## src/rtl/core/u8u16_pkg.sv

```systemverilog
package u8u16_pkg;

  // One result beat: a UTF-16 code unit and its end-of-string mark.
  typedef struct packed {
    logic [15:0] code_unit;
    logic        end_of_string;
  } unit_t;

  // Sequence length codes, counted in continuation bytes.
  localparam logic [1:0] SEQ_NONE  = 2'd0;
  localparam logic [1:0] SEQ_TWO   = 2'd1;
  localparam logic [1:0] SEQ_THREE = 2'd2;
  localparam logic [1:0] SEQ_FOUR  = 2'd3;

  // Code point limits used to reject overlong and out-of-range values.
  localparam logic [20:0] MIN_TWO      = 21'h00080;
  localparam logic [20:0] MIN_THREE    = 21'h00800;
  localparam logic [20:0] SURR_LO      = 21'h0D800;
  localparam logic [20:0] SURR_HI      = 21'h0E000;
  localparam logic [20:0] NONCHAR      = 21'h0FFFE;
  localparam logic [20:0] MIN_FOUR     = 21'h10000;
  localparam logic [20:0] MAX_UNICODE  = 21'h110000;

  // Surrogate prefixes (top six bits of the code unit).
  localparam logic [5:0]  HIGH_SURR_TAG = 6'b110110;
  localparam logic [5:0]  LOW_SURR_TAG  = 6'b110111;

  // Result queue geometry.
  localparam int unsigned QDEPTH = 4;
  localparam int unsigned QAW    = $clog2(QDEPTH);

endpackage

```

## src/rtl/core/utf8_to_utf16_stream_decoder.sv

```systemverilog
// UTF-8 to UTF-16 stream decoder. Takes one UTF-8 byte per beat and returns
// UTF-16 code units; a zero byte ends the string with a zero unit marked by
// end_of_string_o and clears any pending sequence. Malformed input (overlong
// forms, surrogates, U+FFFE/U+FFFF, values above U+10FFFF, stray continuation
// bytes, bytes 0xF8..0xFF, broken sequences) produces no output. Throughput is
// one byte per clock: a byte is captured in an input register, decoded
// combinationally and written to a four-entry result queue. A four-byte
// character gives two result beats (high surrogate first) for its four
// input bytes, so an output that is never stalled never holds back the
// input. The input stalls only while the result queue holds more than two
// beats, which happens when the output is stalled.
module utf8_to_utf16_stream_decoder (
  input  logic        clk_i,
  input  logic        rst_ni,
  input  logic        in_valid_i,
  output logic        in_stall_o,
  input  logic [7:0]  in_byte_i,
  output logic        out_valid_o,
  input  logic        out_stall_i,
  output logic [15:0] code_unit_o,
  output logic        end_of_string_o
);

  // Input register.
  logic       ib_valid_q, ib_valid_d;
  logic [7:0] ib_q;
  logic       in_accept;
  logic       fire;

  // Decoder state.
  logic [20:0] pv_q, pv_d;
  logic [1:0]  rem_q, rem_d;
  logic [1:0]  len_q, len_d;

  // Result queue.
  u8u16_pkg::unit_t                 q_mem [u8u16_pkg::QDEPTH];
  logic [u8u16_pkg::QAW-1:0]        wr_q, rd_q;
  logic [u8u16_pkg::QAW:0]          cnt_q, cnt_d;
  logic                             pop;

  // Decode results.
  logic [1:0]        push_n;
  u8u16_pkg::unit_t  unit0, unit1;
  logic [20:0]       w_next;
  logic [19:0]       v_off;
  logic [1:0]        rem_dec;
  logic              is_cont;

  // The decoder fires when the queue has room for a surrogate pair.
  assign fire       = ib_valid_q && (cnt_q <= (u8u16_pkg::QAW+1)'(u8u16_pkg::QDEPTH - 2));
  assign in_stall_o = ib_valid_q && !fire;
  assign in_accept  = in_valid_i && !in_stall_o;
  assign ib_valid_d = in_accept || (ib_valid_q && !fire);

  always_ff @(posedge clk_i or negedge rst_ni) begin
    if (!rst_ni) begin
      ib_valid_q <= 1'b0;
    end else begin
      ib_valid_q <= ib_valid_d;
    end
  end

  always_ff @(posedge clk_i) begin
    if (in_accept) begin
      ib_q <= in_byte_i;
    end
  end

  // Continuation bytes shift six bits into the gathered value.
  assign is_cont = (ib_q[7:6] == 2'b10);
  assign w_next  = {pv_q[14:0], ib_q[5:0]};
  assign v_off   = 20'(w_next - u8u16_pkg::MIN_FOUR);
  assign rem_dec = rem_q - 2'd1;

  // Byte decode: next state and up to two result beats.
  always_comb begin
    pv_d   = pv_q;
    rem_d  = rem_q;
    len_d  = len_q;
    push_n = 2'd0;
    unit0  = '{code_unit: 16'h0000, end_of_string: 1'b0};
    unit1  = '{code_unit: 16'h0000, end_of_string: 1'b0};
    if (ib_q == 8'h00) begin
      // End of string: drop anything pending and emit the marked zero.
      pv_d   = '0;
      rem_d  = 2'd0;
      len_d  = u8u16_pkg::SEQ_NONE;
      push_n = 2'd1;
      unit0  = '{code_unit: 16'h0000, end_of_string: 1'b1};
    end else if ((rem_q != 2'd0) && is_cont) begin
      pv_d  = w_next;
      rem_d = rem_dec;
      if (rem_dec == 2'd0) begin
        // Sequence complete: check the value and clear the state.
        pv_d  = '0;
        len_d = u8u16_pkg::SEQ_NONE;
        case (len_q)
          u8u16_pkg::SEQ_TWO: begin
            if (w_next >= u8u16_pkg::MIN_TWO) begin
              push_n          = 2'd1;
              unit0.code_unit = w_next[15:0];
            end
          end
          u8u16_pkg::SEQ_THREE: begin
            if ((w_next >= u8u16_pkg::MIN_THREE) &&
                ((w_next < u8u16_pkg::SURR_LO) || (w_next >= u8u16_pkg::SURR_HI)) &&
                (w_next < u8u16_pkg::NONCHAR)) begin
              push_n          = 2'd1;
              unit0.code_unit = w_next[15:0];
            end
          end
          u8u16_pkg::SEQ_FOUR: begin
            if ((w_next >= u8u16_pkg::MIN_FOUR) && (w_next < u8u16_pkg::MAX_UNICODE)) begin
              push_n          = 2'd2;
              unit0.code_unit = {u8u16_pkg::HIGH_SURR_TAG, v_off[19:10]};
              unit1.code_unit = {u8u16_pkg::LOW_SURR_TAG, v_off[9:0]};
            end
          end
          default: begin
            push_n = 2'd0;
          end
        endcase
      end
    end else begin
      // Fresh byte; a pending sequence, if any, is dropped.
      pv_d  = '0;
      rem_d = 2'd0;
      len_d = u8u16_pkg::SEQ_NONE;
      if (ib_q[7] == 1'b0) begin
        push_n          = 2'd1;
        unit0.code_unit = {8'h00, ib_q};
      end else if (ib_q[7:5] == 3'b110) begin
        pv_d  = {16'h0000, ib_q[4:0]};
        rem_d = 2'd1;
        len_d = u8u16_pkg::SEQ_TWO;
      end else if (ib_q[7:4] == 4'b1110) begin
        pv_d  = {17'h00000, ib_q[3:0]};
        rem_d = 2'd2;
        len_d = u8u16_pkg::SEQ_THREE;
      end else if (ib_q[7:3] == 5'b11110) begin
        pv_d  = {18'h00000, ib_q[2:0]};
        rem_d = 2'd3;
        len_d = u8u16_pkg::SEQ_FOUR;
      end
    end
  end

  always_ff @(posedge clk_i or negedge rst_ni) begin
    if (!rst_ni) begin
      pv_q  <= '0;
      rem_q <= 2'd0;
      len_q <= u8u16_pkg::SEQ_NONE;
    end else if (fire) begin
      pv_q  <= pv_d;
      rem_q <= rem_d;
      len_q <= len_d;
    end
  end

  // Result queue: up to two beats in, one beat out per cycle while the output is not stalled.
  assign pop   = out_valid_o && !out_stall_i;
  assign cnt_d = cnt_q + ((u8u16_pkg::QAW+1)'(fire ? push_n : 2'd0))
                       - ((u8u16_pkg::QAW+1)'(pop));

  always_ff @(posedge clk_i or negedge rst_ni) begin
    if (!rst_ni) begin
      wr_q  <= '0;
      rd_q  <= '0;
      cnt_q <= '0;
    end else begin
      cnt_q <= cnt_d;
      if (fire) begin
        wr_q <= wr_q + u8u16_pkg::QAW'(push_n);
      end
      if (pop) begin
        rd_q <= rd_q + u8u16_pkg::QAW'(1);
      end
    end
  end

  always_ff @(posedge clk_i) begin
    if (fire && (push_n != 2'd0)) begin
      q_mem[wr_q] <= unit0;
    end
    if (fire && (push_n == 2'd2)) begin
      q_mem[wr_q + u8u16_pkg::QAW'(1)] <= unit1;
    end
  end

  assign out_valid_o     = (cnt_q != '0);
  assign code_unit_o     = q_mem[rd_q].code_unit;
  assign end_of_string_o = q_mem[rd_q].end_of_string;

`ifndef SYNTHESIS
  // The queue never holds more beats than it has entries.
  a_cnt_bound: assert property (@(posedge clk_i) disable iff (!rst_ni)
    cnt_q <= (u8u16_pkg::QAW+1)'(u8u16_pkg::QDEPTH))
    else $error("result queue overflow");

  // The end-of-string beat always carries a zero unit.
  a_end_zero: assert property (@(posedge clk_i) disable iff (!rst_ni)
    (out_valid_o && end_of_string_o) |-> (code_unit_o == 16'h0000))
    else $error("end-of-string beat with nonzero unit");

  // A high surrogate at the head always has its low half queued behind it.
  a_pair_whole: assert property (@(posedge clk_i) disable iff (!rst_ni)
    (out_valid_o && (code_unit_o[15:10] == u8u16_pkg::HIGH_SURR_TAG))
      |-> (cnt_q >= (u8u16_pkg::QAW+1)'(2)))
    else $error("high surrogate without its low half");

  // A zero byte leaves no sequence pending.
  a_zero_clears: assert property (@(posedge clk_i) disable iff (!rst_ni)
    (fire && (ib_q == 8'h00)) |=> (rem_q == 2'd0))
    else $error("pending sequence survived a zero byte");
`endif

endmodule

```

## config.mk

```make
export PLATFORM = sky130hd
export DESIGN_NAME = utf8_to_utf16_stream_decoder
export DESIGN_NICKNAME = d
export VERILOG_FILES = /design/src/rtl/core/u8u16_pkg.sv /design/src/rtl/core/utf8_to_utf16_stream_decoder.sv
export SDC_FILE = /design/constraint.sdc
export NUM_CORES = 1
export LEC_CHECK = 0
export BUFFER_PORTS_ARGS = -buffer_cell sky130_fd_sc_hd__buf_2
export CELL_PAD_IN_SITES_DETAIL_PLACEMENT = 2
export CELL_PAD_IN_SITES_GLOBAL_PLACEMENT = 2
export CORE_MARGIN = 1.5
export CORE_UTILIZATION = 24
export CTS_BUF_LIST = sky130_fd_sc_hd__clkbuf_8 sky130_fd_sc_hd__clkbuf_16
export CTS_CLUSTER_SIZE = 28
export DETAILED_ROUTE_END_ITERATION = 6
export PLACE_DENSITY_LB_ADDON = 0.1
export SYNTH_ARGS = -nofsm -noshare
export SYNTH_HDL_FRONTEND = slang
export SYNTH_SLANG_ARGS = --single-unit
```

## constraint.sdc

```tcl
create_clock -name clk_i -period 5.6 [get_ports clk_i]
set_input_delay 0.28 -clock clk_i [delete_from_list [all_inputs] [get_ports clk_i]]
set_output_delay 0.28 -clock clk_i [all_outputs]
set_load 0.01 [all_outputs]
```

==> results of run 1 <==
==> sequential cells by signal, summed over array words and instances (netlist names) <==
register	flops
rem_q	2
ib_q	8
cnt_q	3
pv_q	15
len_q	2
rd_q	2
q_mem	68
ib_valid_q	1
wr_q	2
==> critical path, cell delays in order (launching register included) <==
cell,delay [ns]
dfrtp_1,0.44
nor4_4,0.38
nand2_1,0.10
or4_4,0.58
a21oi_2,0.40
nand2b_1,0.22
nand2_1,0.08
ha_1,0.29
inv_1,0.06
ha_1,0.13
inv_1,0.05
fa_1,0.38
xor2_1,0.21
xnor2_1,0.15
==> power by group through the flow <==
stage	logic, mW	registers, mW	clock network [mW]
5_1_grt	0.926	1.07	0.677
3_5_place_dp	0.844	1.07	0
3_3_place_gp	0.827	1.07	0
6_report	0.826	1.05	0.630
2_1_floorplan	0.584	0.995	0
4_1_cts	0.853	1.06	0.651
==> layout by cell type, fill, tap and decap left out, drive strengths merged, types with 6 or more instances in the layout <==
cell type	netlist	routed
nand2	59	59
edfxtp	68	68
a21oi	29	29
o2bb2ai	9	9
buf	6	35
dfrtp	27	27
nand3	17	17
ha	7	7
clkbuf	15	9
o22ai	12	12
nor2	10	10
nor4	7	7
mux4	17	17
a31oi	7	7
dfxtp	8	8
a2bb2o	19	19
o21ai	20	20
mux2i	8	8
inv	17	21
nand2b	6	6
==> worst max-delay path by stage <==
| stage | startpoint | end |
|---|---|---|
| 6_report | pv_q[12]$_DFFE_PN0P_ | cnt_q[2]$_DFF_PN0_ |
| 3_5_place_dp | pv_q[12]$_DFFE_PN0P_ | cnt_q[2]$_DFF_PN0_ |
| 3_3_place_gp | pv_q[12]$_DFFE_PN0P_ | cnt_q[2]$_DFF_PN0_ |
| 4_1_cts | pv_q[12]$_DFFE_PN0P_ | cnt_q[2]$_DFF_PN0_ |
| 2_1_floorplan | pv_q[12]$_DFFE_PN0P_ | cnt_q[2]$_DFF_PN0_ |
| 5_1_grt | pv_q[12]$_DFFE_PN0P_ | cnt_q[2]$_DFF_PN0_ |
==> synthesized netlist by cell type (all sizes together) (7+ instances only) <==
library cell / number / share of area, %
nor2: 10 / 0.75
nand2: 59 / 4.6
inv: 17 / 1.3
nor4: 7 / 1.2
dfxtp: 8 / 3.2
mux4: 17 / 7.6
dfrtp: 27 / 13
o22ai: 12 / 1.5
mux2i: 8 / 1.6
o2bb2ai: 9 / 1.6
a21oi: 29 / 3.0
edfxtp: 68 / 41
ha: 7 / 1.7
o21ai: 20 / 2.0
a31oi: 7 / 1.2
nand3: 17 / 2.1
a2bb2o: 19 / 3.8
clkbuf: 15 / 1.1
==> area by class of cell <==
cell class,instances,area (um^2)
timing repair buffer,36,197.7
inverter,17,63.81
multi-input combinational,267,1986
tap,270,337.8
clock buffer,9,225.2
fill,2203,14620
sequential,103,2878
clock inverter,7,61.31
==> routing by layer <==
metal  vias to the layer above  share of wire (%)  wire length [um]
met3                        17                2.6               425
met5                         -                  0                 0
met2                        50                 46              7437
met1                      1829                 50              7945
met4                         0                1.5               236
li1                       1598                  -                 -
==> kinds of logic after synthesis <==
family                   count (synthesis)  share of synthesized area (%)
XOR/XNOR                                 8                          1.395
adder cells (fa/ha/maj)                  8                          2.142
AO/OA/AOI/OAI                          104                          14.33
AND/OR/NAND/NOR                        122                          12.46
flip-flops                             103                          57.30
multiplexers                            25                          9.218
buffers and inverters                   38                          3.164
==> through the flow <==
| step | setup slack [ns] | util, % | cells |
|---|---|---|---|
| floorplan | 2.501 | - | 408 |
| global placement | 2.101 | 26.78 | 692 |
| detailed placement | 2.035 | 26.78 | 692 |
| CTS | 1.997 | 28.23 | 709 |
| global route | 1.838 | 28.23 | 709 |
| finish | 2.061 | 28.23 | 709 |
==> what timing repair did <==
action,CTS,global route
gates resized for setup,0,0
hold buffers,1,0
hold endpoints to repair,27,0
==> metrics, run 1 <==
routed len/inst around 23 um; Gate power share roughly a third; CP Data Required Time 5.88 ns; r2r setup slk a little over 2 ns; pin count of the biggest net entering global routing 28; Seq/Total Area, Yosys around 57%; met3 Use GR between 2 and 2.5%; hold_ws a little over 0.09 ns; routing usage on met1 between 20% and 30%; first-pass GRT wire length approximately 25000 um; GRT overflow 0; Clock transition at path regs around 0.08 ns; Post-CTS Setup Inserts 0; Residual DRC 0; Setup TNS 0 ns; end point of the worst hold path ib_q[0]$_DFFE_PP_; flops & latches, synth 103; GRT busiest layer met2; dominant synthesized flop cell edfxtp_1; Synth warnings 0; Antenna diodes 0; WHS Path Cells 1; ANT nets after route 0; post-route clock period utilization roughly 63%; CTS Buffer Depth 2; Mapped Avg Cell Area around 12 um^2; worst reg2reg endpoint cnt_q[2]$_DFF_PN0_; worst clock skew roughly 0.014 ns; vias around 3500; Boundary Pins 31; crit path max fanout 9; Leak ~2.1 nW; Switching Fraction about 38%; Overall Global Routing Usage roughly 16%; core area around 0.020 mm^2; drt first pass iters 4; startpoint types register; DP HPWL 11670 um; P&R area growth vs syn 14.47%; Initial Util roughly a quarter; vias per cell 4.928; Root Buffer clkbuf_16; Post-synth EDFFs a little under 70; Period minus WS final 3.539 ns; full die area roughly 0.022 mm^2; outcome finished, final reports clean; GRT met2 Usage roughly 25%; final hold viol count 0; R2R depth 13; CTS tree yes; Post-Syn Area 0.005022 mm^2; Final Slew Violations 0; Crit. End Element register; initial antenna violation count 0; Clk network pwr share roughly a quarter; Core Rows 52; final design instance area without fill around 0.0057 mm^2; dpl cell area between 0.005 and 0.006 mm^2; die width between 100 and 150 um; async set-or-reset flop fraction in the synthesized netlist around a quarter; Worst Max-Slew Pin Slew approximately 1.2 ns; WL final 16050 um; Distinct cells, synth 50; Total Power about 2.5 mW; Peak Freq around 0.28 GHz; GP Congestion around 0.76; worst flop-to-flop path startpoint pv_q[12]$_DFFE_PN0P_; Final Setup Violations 0; Final nets approximately 450; Critical Setup Path Class register to register; total CTS buffers 9; # H-tree levels 3; Syn Nets 428; share of layout cells above drive strength 1 between 10% and 20%; Seq pwr share a little over two fifths; hold path start in_byte_i[0]; number of global-route vias before repair about 3800; Syn Inst Count between 400 and 500; crit path DAT 3.82 ns; Max-slew headroom roughly 22%; PwrDens 436.6 mW/mm^2; initial DRC count between 200 and 250; max-cap violations 0; Max VDD drop 0.0001391 V; clock sink total 103; Hold Crit Class input pin to register; I/O Buffers 30; Die Height 147.7 um; Power Internal between 1.5 and 2 mW; clock latency on the worst-skew pair approximately 0.36 ns; unrepaired setup endpoints after global routing false; NetSw around 0.95 mW
Note: power is estimated with default switching activity, not from simulation.
==> inputs of run 2 (changes only) <==
clock period = 2.9 ns   (was 5.6 ns; I/O delays follow)
==> run 2 against run 1 <==
Critical path depth stayed put. Sequential power is 86% higher. Flip-flop and latch count stayed put. Via count is 6.6% higher. Core utilization is 3.0 points higher. Combinational power is 130% higher. Non-clock buffer count is 66 higher. Largest power group unchanged.
==> metrics, run 2 (same netlist as run 1, synthesis figures left out) <==
Filler cells ~2200; clock sink total between 100 and 150; ANT nets after route 0; Die Height between 100 and 150 um; I/O Buffers 30; initial DRC count between 150 and 200; Largest Register q_mem; share of layout cells above drive strength 1 between 20% and 30%; crit path max fanout 2; Overall Global Routing Usage ~16%; worst clock skew about 0.013 ns; P&R area growth vs syn 26.48%; Antenna diodes 0; CTS tree yes; CP cell instances nor4_4 > nand2_1 > or4_4 > a21oi_4 > nand2b_4 > nand2_4 > ha_4 > inv_2 > ha_4 > inv_2 > fa_2 > xor2_1 > xnor2_1; Critical Setup Path Class register to register; Core Rows 52; dpl cell area 0.005866 mm^2; PwrDens around 810 mW/mm^2; unrepaired setup endpoints after global routing true; startpoint types register; vias per cell between 4 and 5; Initial Util 24.66%; Peak Freq between 0.3 and 0.4 GHz; max-cap violations 0; post-route clock period utilization 96.01%; Largest regs q_mem: 68 flops, pv_q: 15 flops, ib_q: 8 flops; worst reg2reg endpoint cnt_q[2]$_DFF_PN0_; hold path start in_valid_i; pin count of the biggest net entering global routing 28; CTS Buffer Depth 2; CP Launch Point pv_q[13]$_DFFE_PN0P_; hold_ws approximately 0.010 ns; GP Congestion 0.7936; R2R depth 13; Crit. End Element register; Gate power share roughly 37%; Worst Max-Slew Pin Slew ~0.7 ns; WHS Path Cells 2; first-pass GRT wire length about 26000 um; Finished Layout Cells about 780; CP max stage delay 0.51 ns; number of global-route vias before repair 4134; WL final 16700 um; crit path DAT between 3 and 4 ns; Hold Crit Class input pin to register; Root Buffer clkbuf_16; Clk network pwr share approximately a quarter; Seq pwr share a little under two fifths; Clock transition at path regs 0.07 ns; Boundary Pins 31; Period minus WS final approximately 2.8 ns; slowest stage cell, crit path or4_4; Leak ~2.4 nW; Final Setup Violations 0; worst flop-to-flop path startpoint pv_q[13]$_DFFE_PN0P_; Max VDD drop roughly 0.00028 V; core area just over 0.02 mm^2; outcome finished, final reports clean; CP Data Required Time between 3 and 4 ns; crit-path leading delay family simple AND/OR/NAND/NOR gates; Switching Fraction around 36%; Final Slew Violations 0; GRT overflow 0; initial antenna violation count 0; max reg flops between 60 and 70; # H-tree levels 3; Power Internal between 3 and 4 mW; Final nets 520; final hold viol count 0; Total Power 5.135 mW; total CTS buffers 9; final design instance area without fill between 0.006 and 0.007 mm^2; die width 147.7 um; end point of the worst hold path ib_valid_q$_DFF_PN0_; r2r setup slk between 0.1 and 0.15 ns; routed len/inst 21.54 um; Final Util between 30% and 40%; Placed Cells 743; most frequent cells in the layout edfxtp_1 (68), buf_4 (62), nand2_1 (55), buf_2 (30), a21oi_1 (28); full die area roughly 0.022 mm^2; Max-slew headroom about 54%; drt first pass iters 4; NetSw between 1.5 and 2 mW; CP bufs+invs 2; most common cell after layout, fill and taps aside edfxtp_1; Residual DRC 0; vias 3725; DP HPWL between 10000 and 15000 um; clock latency on the worst-skew pair between 0.3 and 0.4 ns
run 2: per-stage QoR:
stage	worst slack, ns	TNS [ns]
after detailed placement	-0.04814	-0.04814
after floorplan	-0.02084	-0.02084
after global routing	-0.04540	-0.1186
after CTS	-0.03085	-0.1188
final	0.1157	0
after global placement	0.04816	0
run 2: worst max path at each step:
stage                                     to  slack [ns]  cells after the start
after CTS                 cnt_q[2]$_DFF_PN0_       -0.03                     13
after floorplan           cnt_q[2]$_DFF_PN0_       -0.02                     13
after global routing      cnt_q[2]$_DFF_PN0_       -0.05                     13
after global placement    cnt_q[2]$_DFF_PN0_        0.05                     13
final                     cnt_q[2]$_DFF_PN0_        0.12                     13
after detailed placement  cnt_q[2]$_DFF_PN0_       -0.05                     13
run 2: worst reg2reg max path, stage by stage (launching register included):
cell and delay, ns:
dfrtp_1 0.41, nor4_4 0.31, nand2_1 0.08, or4_4 0.51, a21oi_4 0.14, nand2b_4 0.15, nand2_4 0.05, ha_4 0.21
inv_2 0.06, ha_4 0.12, inv_2 0.03, fa_2 0.33, xor2_1 0.16, xnor2_1 0.12
run 2: per-layer routing:
layer	track usage [%]	up-vias	part of all wire [%]
met5	0	-	0
met4	3.750	0	1.0
met3	2.191	11	1.9
met2	28.34	39	51
met1	21.49	1939	46
li1	-	1736	-
run 2: final cells by class:
| class | count | area (um^2) | share of cell area, % |
|---|---|---|---|
| clock inverter | 7 | 78.83 | 1.241 |
| inverter | 17 | 63.81 | 1.005 |
| multi-input combinational | 267 | 2043 | 32.16 |
| timing repair buffer | 102 | 725.7 | 11.42 |
| sequential | 103 | 2878 | 45.30 |
| clock buffer | 9 | 225.2 | 3.545 |
| tap | 270 | 337.8 | 5.318 |
run 2: power groups by stage:
stage | sequential [mW] | clock [mW] | combinational, mW
CTS | 1.95 | 1.32 | 1.95
global route | 1.98 | 1.38 | 2.11
global placement | 1.97 | 0 | 1.85
floorplan | 1.92 | 0 | 1.14
detailed placement | 1.98 | 0 | 1.89
finish | 1.95 | 1.28 | 1.91
run 2: what timing repair did:
item / CTS / global route
hold endpoints to repair: 35 / 0
setup buffers: 3 / 4
endpoints found under the setup margin: 1 / 72
hold buffers: 9 / 0
gates resized for setup: 7 / 1
pin swaps: 7 / 7
==> inputs of run 3 (changes only) <==
clock period = 2.27 ns   (was 2.9 ns; I/O delays follow)
==> run 3 against run 2 <==
The run now ends with negative setup slack left. Non-clock buffer count up 78. Register-to-register slack got worse by 0.64 ns. Global-route usage grew 2.6 points. Hold slack better by 0.21 ns. Clock skew decreased by 0.0071 ns. Wire length rose by 18%. Final area up 28%. First-iteration DRC count fell by 17%. Power rose by 48%. Clock-buffer cell count stayed put.
==> metrics, run 3 (same netlist as run 1, synthesis figures left out) <==
pin count of the biggest net entering global routing 28; R2R depth 13; Largest Register q_mem; total CTS buffers 9; CP cell instances nor4_4 > nand2_1 > or4_4 > a21oi_4 > nand2b_4 > nand2_4 > ha_4 > inv_4 > ha_4 > inv_2 > fa_2 > xor2_2 > xnor2_1; Total Power 7.575 mW; max reg flops 68; worst flop-to-flop path startpoint pv_q[12]$_DFFE_PN0P_; crit-path most repeated cell ha_4; Root Buffer clkbuf_16; WHS Path Cells 4; Largest regs q_mem: 68 flops, pv_q: 15 flops, ib_q: 8 flops; Leak 2.972 nW; Boundary Pins 31; Core Rows 52; Final Util 39.97%; Reg area between 0.002 and 0.003 mm^2; final design instance area without fill slightly above 0.008 mm^2; Final nets 600; initial DRC count between 100 and 150; Residual DRC 0; worst reg2reg endpoint cnt_q[2]$_DFF_PN0_; ANT nets after route 0; Die Height 147.7 um; full die area 0.02180 mm^2; clock sink total 103; WL final 19730 um; Setup WS post-layout -0.5226 ns; max-cap violations 0; CP Data Required Time roughly 2.5 ns; vias around 4200; Overall Global Routing Usage between 10% and 20%; DP HPWL 12770 um; Critical Setup Path Class register to register; GP Congestion 0.7911; P&R area growth vs syn 62.06%; vias per cell a little under 5; failing checks negative setup slack; Period minus WS final 2.793 ns; I/O Buffers 30; number of global-route vias before repair 4828; Max-slew headroom between 50% and 60%; share of layout cells above drive strength 1 a little over half; # H-tree levels 3; dpl cell area 0.006201 mm^2; crit path DAT 3.04 ns; crit path max fanout 2; area of the multi-input gates roughly 0.0028 mm^2; unrepaired setup endpoints after global routing true; clock latency on the worst-skew pair 0.36 ns; setup slack after placement -0.6264 ns; Hold Crit Class input pin to register; Final Slew Violations 0; Antenna diodes 0; slowest stage cell, crit path or4_4; worst clock skew about 0.0055 ns; Clock transition at path regs about 0.07 ns; GRT overflow 0; CTS Buffer Depth 2; initial antenna violation count 0; most frequent cells in the layout buf_4 (86), edfxtp_1 (68), nand2_1 (51), buf_2 (30), buf_6 (29); Max VDD drop 0.0004646 V; Initial Util between 20% and 30%; startpoint types register; Final Setup Violations ~130; most common cell after layout, fill and taps aside buf_4; hold path start out_stall_i; drt first pass iters 4; outcome finished with violations; CTS tree yes; post-route clock period utilization 123.0%; first-pass GRT wire length 30250 um; crit-path leading delay family simple AND/OR/NAND/NOR gates; PwrDens around 930 mW/mm^2; CP max stage delay between 0.5 and 0.6 ns; r2r setup slk -0.52 ns; Peak Freq between 0.3 and 0.4 GHz; core area about 0.020 mm^2; hold_ws about 0.22 ns; routed len/inst roughly 23 um; Crit. End Element register; die width about 150 um; CP bufs+invs 2; Worst Max-Slew Pin Slew between 0.6 and 0.7 ns; final hold viol count 0; end point of the worst hold path rd_q[0]$_DFFE_PN0P_; Filler cells between 2000 and 2500
==> run 3: final cells by class <==
type                       instances  area share (%)
sequential                       103           35.37
multi-input combinational        269           34.47
timing repair buffer             180           21.44
tap                              270           4.151
clock buffer                       9           2.767
clock inverter                     7          0.9839
inverter                          17          0.8148
==> run 3: how the worst max path moves through the flow <==
| stage | from | end | slack (ns) | depth (start not counted) |
|---|---|---|---|---|
| after floorplan | pv_q[13]$_DFFE_PN0P_ | cnt_q[2]$_DFF_PN0_ | -0.65 | 13 |
| after global placement | pv_q[13]$_DFFE_PN0P_ | cnt_q[2]$_DFF_PN0_ | -0.56 | 13 |
| after detailed placement | pv_q[13]$_DFFE_PN0P_ | cnt_q[2]$_DFF_PN0_ | -0.63 | 13 |
| after CTS | pv_q[12]$_DFFE_PN0P_ | cnt_q[2]$_DFF_PN0_ | -0.61 | 13 |
| after global routing | pv_q[12]$_DFFE_PN0P_ | cnt_q[2]$_DFF_PN0_ | -0.65 | 13 |
| final | pv_q[12]$_DFFE_PN0P_ | cnt_q[2]$_DFF_PN0_ | -0.52 | 13 |
==> run 3: power by group <==
part / internal, mW / switching (mW)
Sequential: 2.28 / 0.203
Combinational: 1.58 / 1.86
Clock: 0.871 / 0.777
Total: 4.74 / 2.84
==> run 3: metal layers <==
| layer | GRT usage [%] | up-vias | share of wire (%) |
|---|---|---|---|
| met4 | 7.100 | 0 | 2.6 |
| met5 | 0 | - | 0 |
| li1 | - | 1905 | - |
| met3 | 2.006 | 30 | 1.7 |
| met1 | 22.84 | 2188 | 42 |
| met2 | 34.39 | 54 | 54 |
==> run 3: worst reg2reg max path, delay by kind of cell (launching register included) <==
| family | cells | cell delay, ns |
|---|---|---|
| compound gates | 1 | 0.14 |
| xor+xnor | 2 | 0.28 |
| buf+inv | 2 | 0.08 |
| simple gates | 5 | 1.10 |
| fa+ha+maj | 3 | 0.67 |
| flops | 1 | 0.41 |
==> run 3: what timing repair did <==
item | 4_1_cts | 5_1_grt
buffers inserted | 40 | 14
hold endpoints to repair | 36 | 0
pin swaps | 16 | 4
gates resized for setup | 141 | 47
cloned | 7 | 0
hold buffers | 10 | 0
endpoints found under the setup margin | 132 | 133
==> run 3: metrics by stage <==
step                      cells  setup TNS (ns)
after global placement      777          -51.70
final                       855          -39.08
after global routing        855          -52.06
after floorplan             408          -9.995
after detailed placement    777          -57.96
after CTS                   850          -38.49
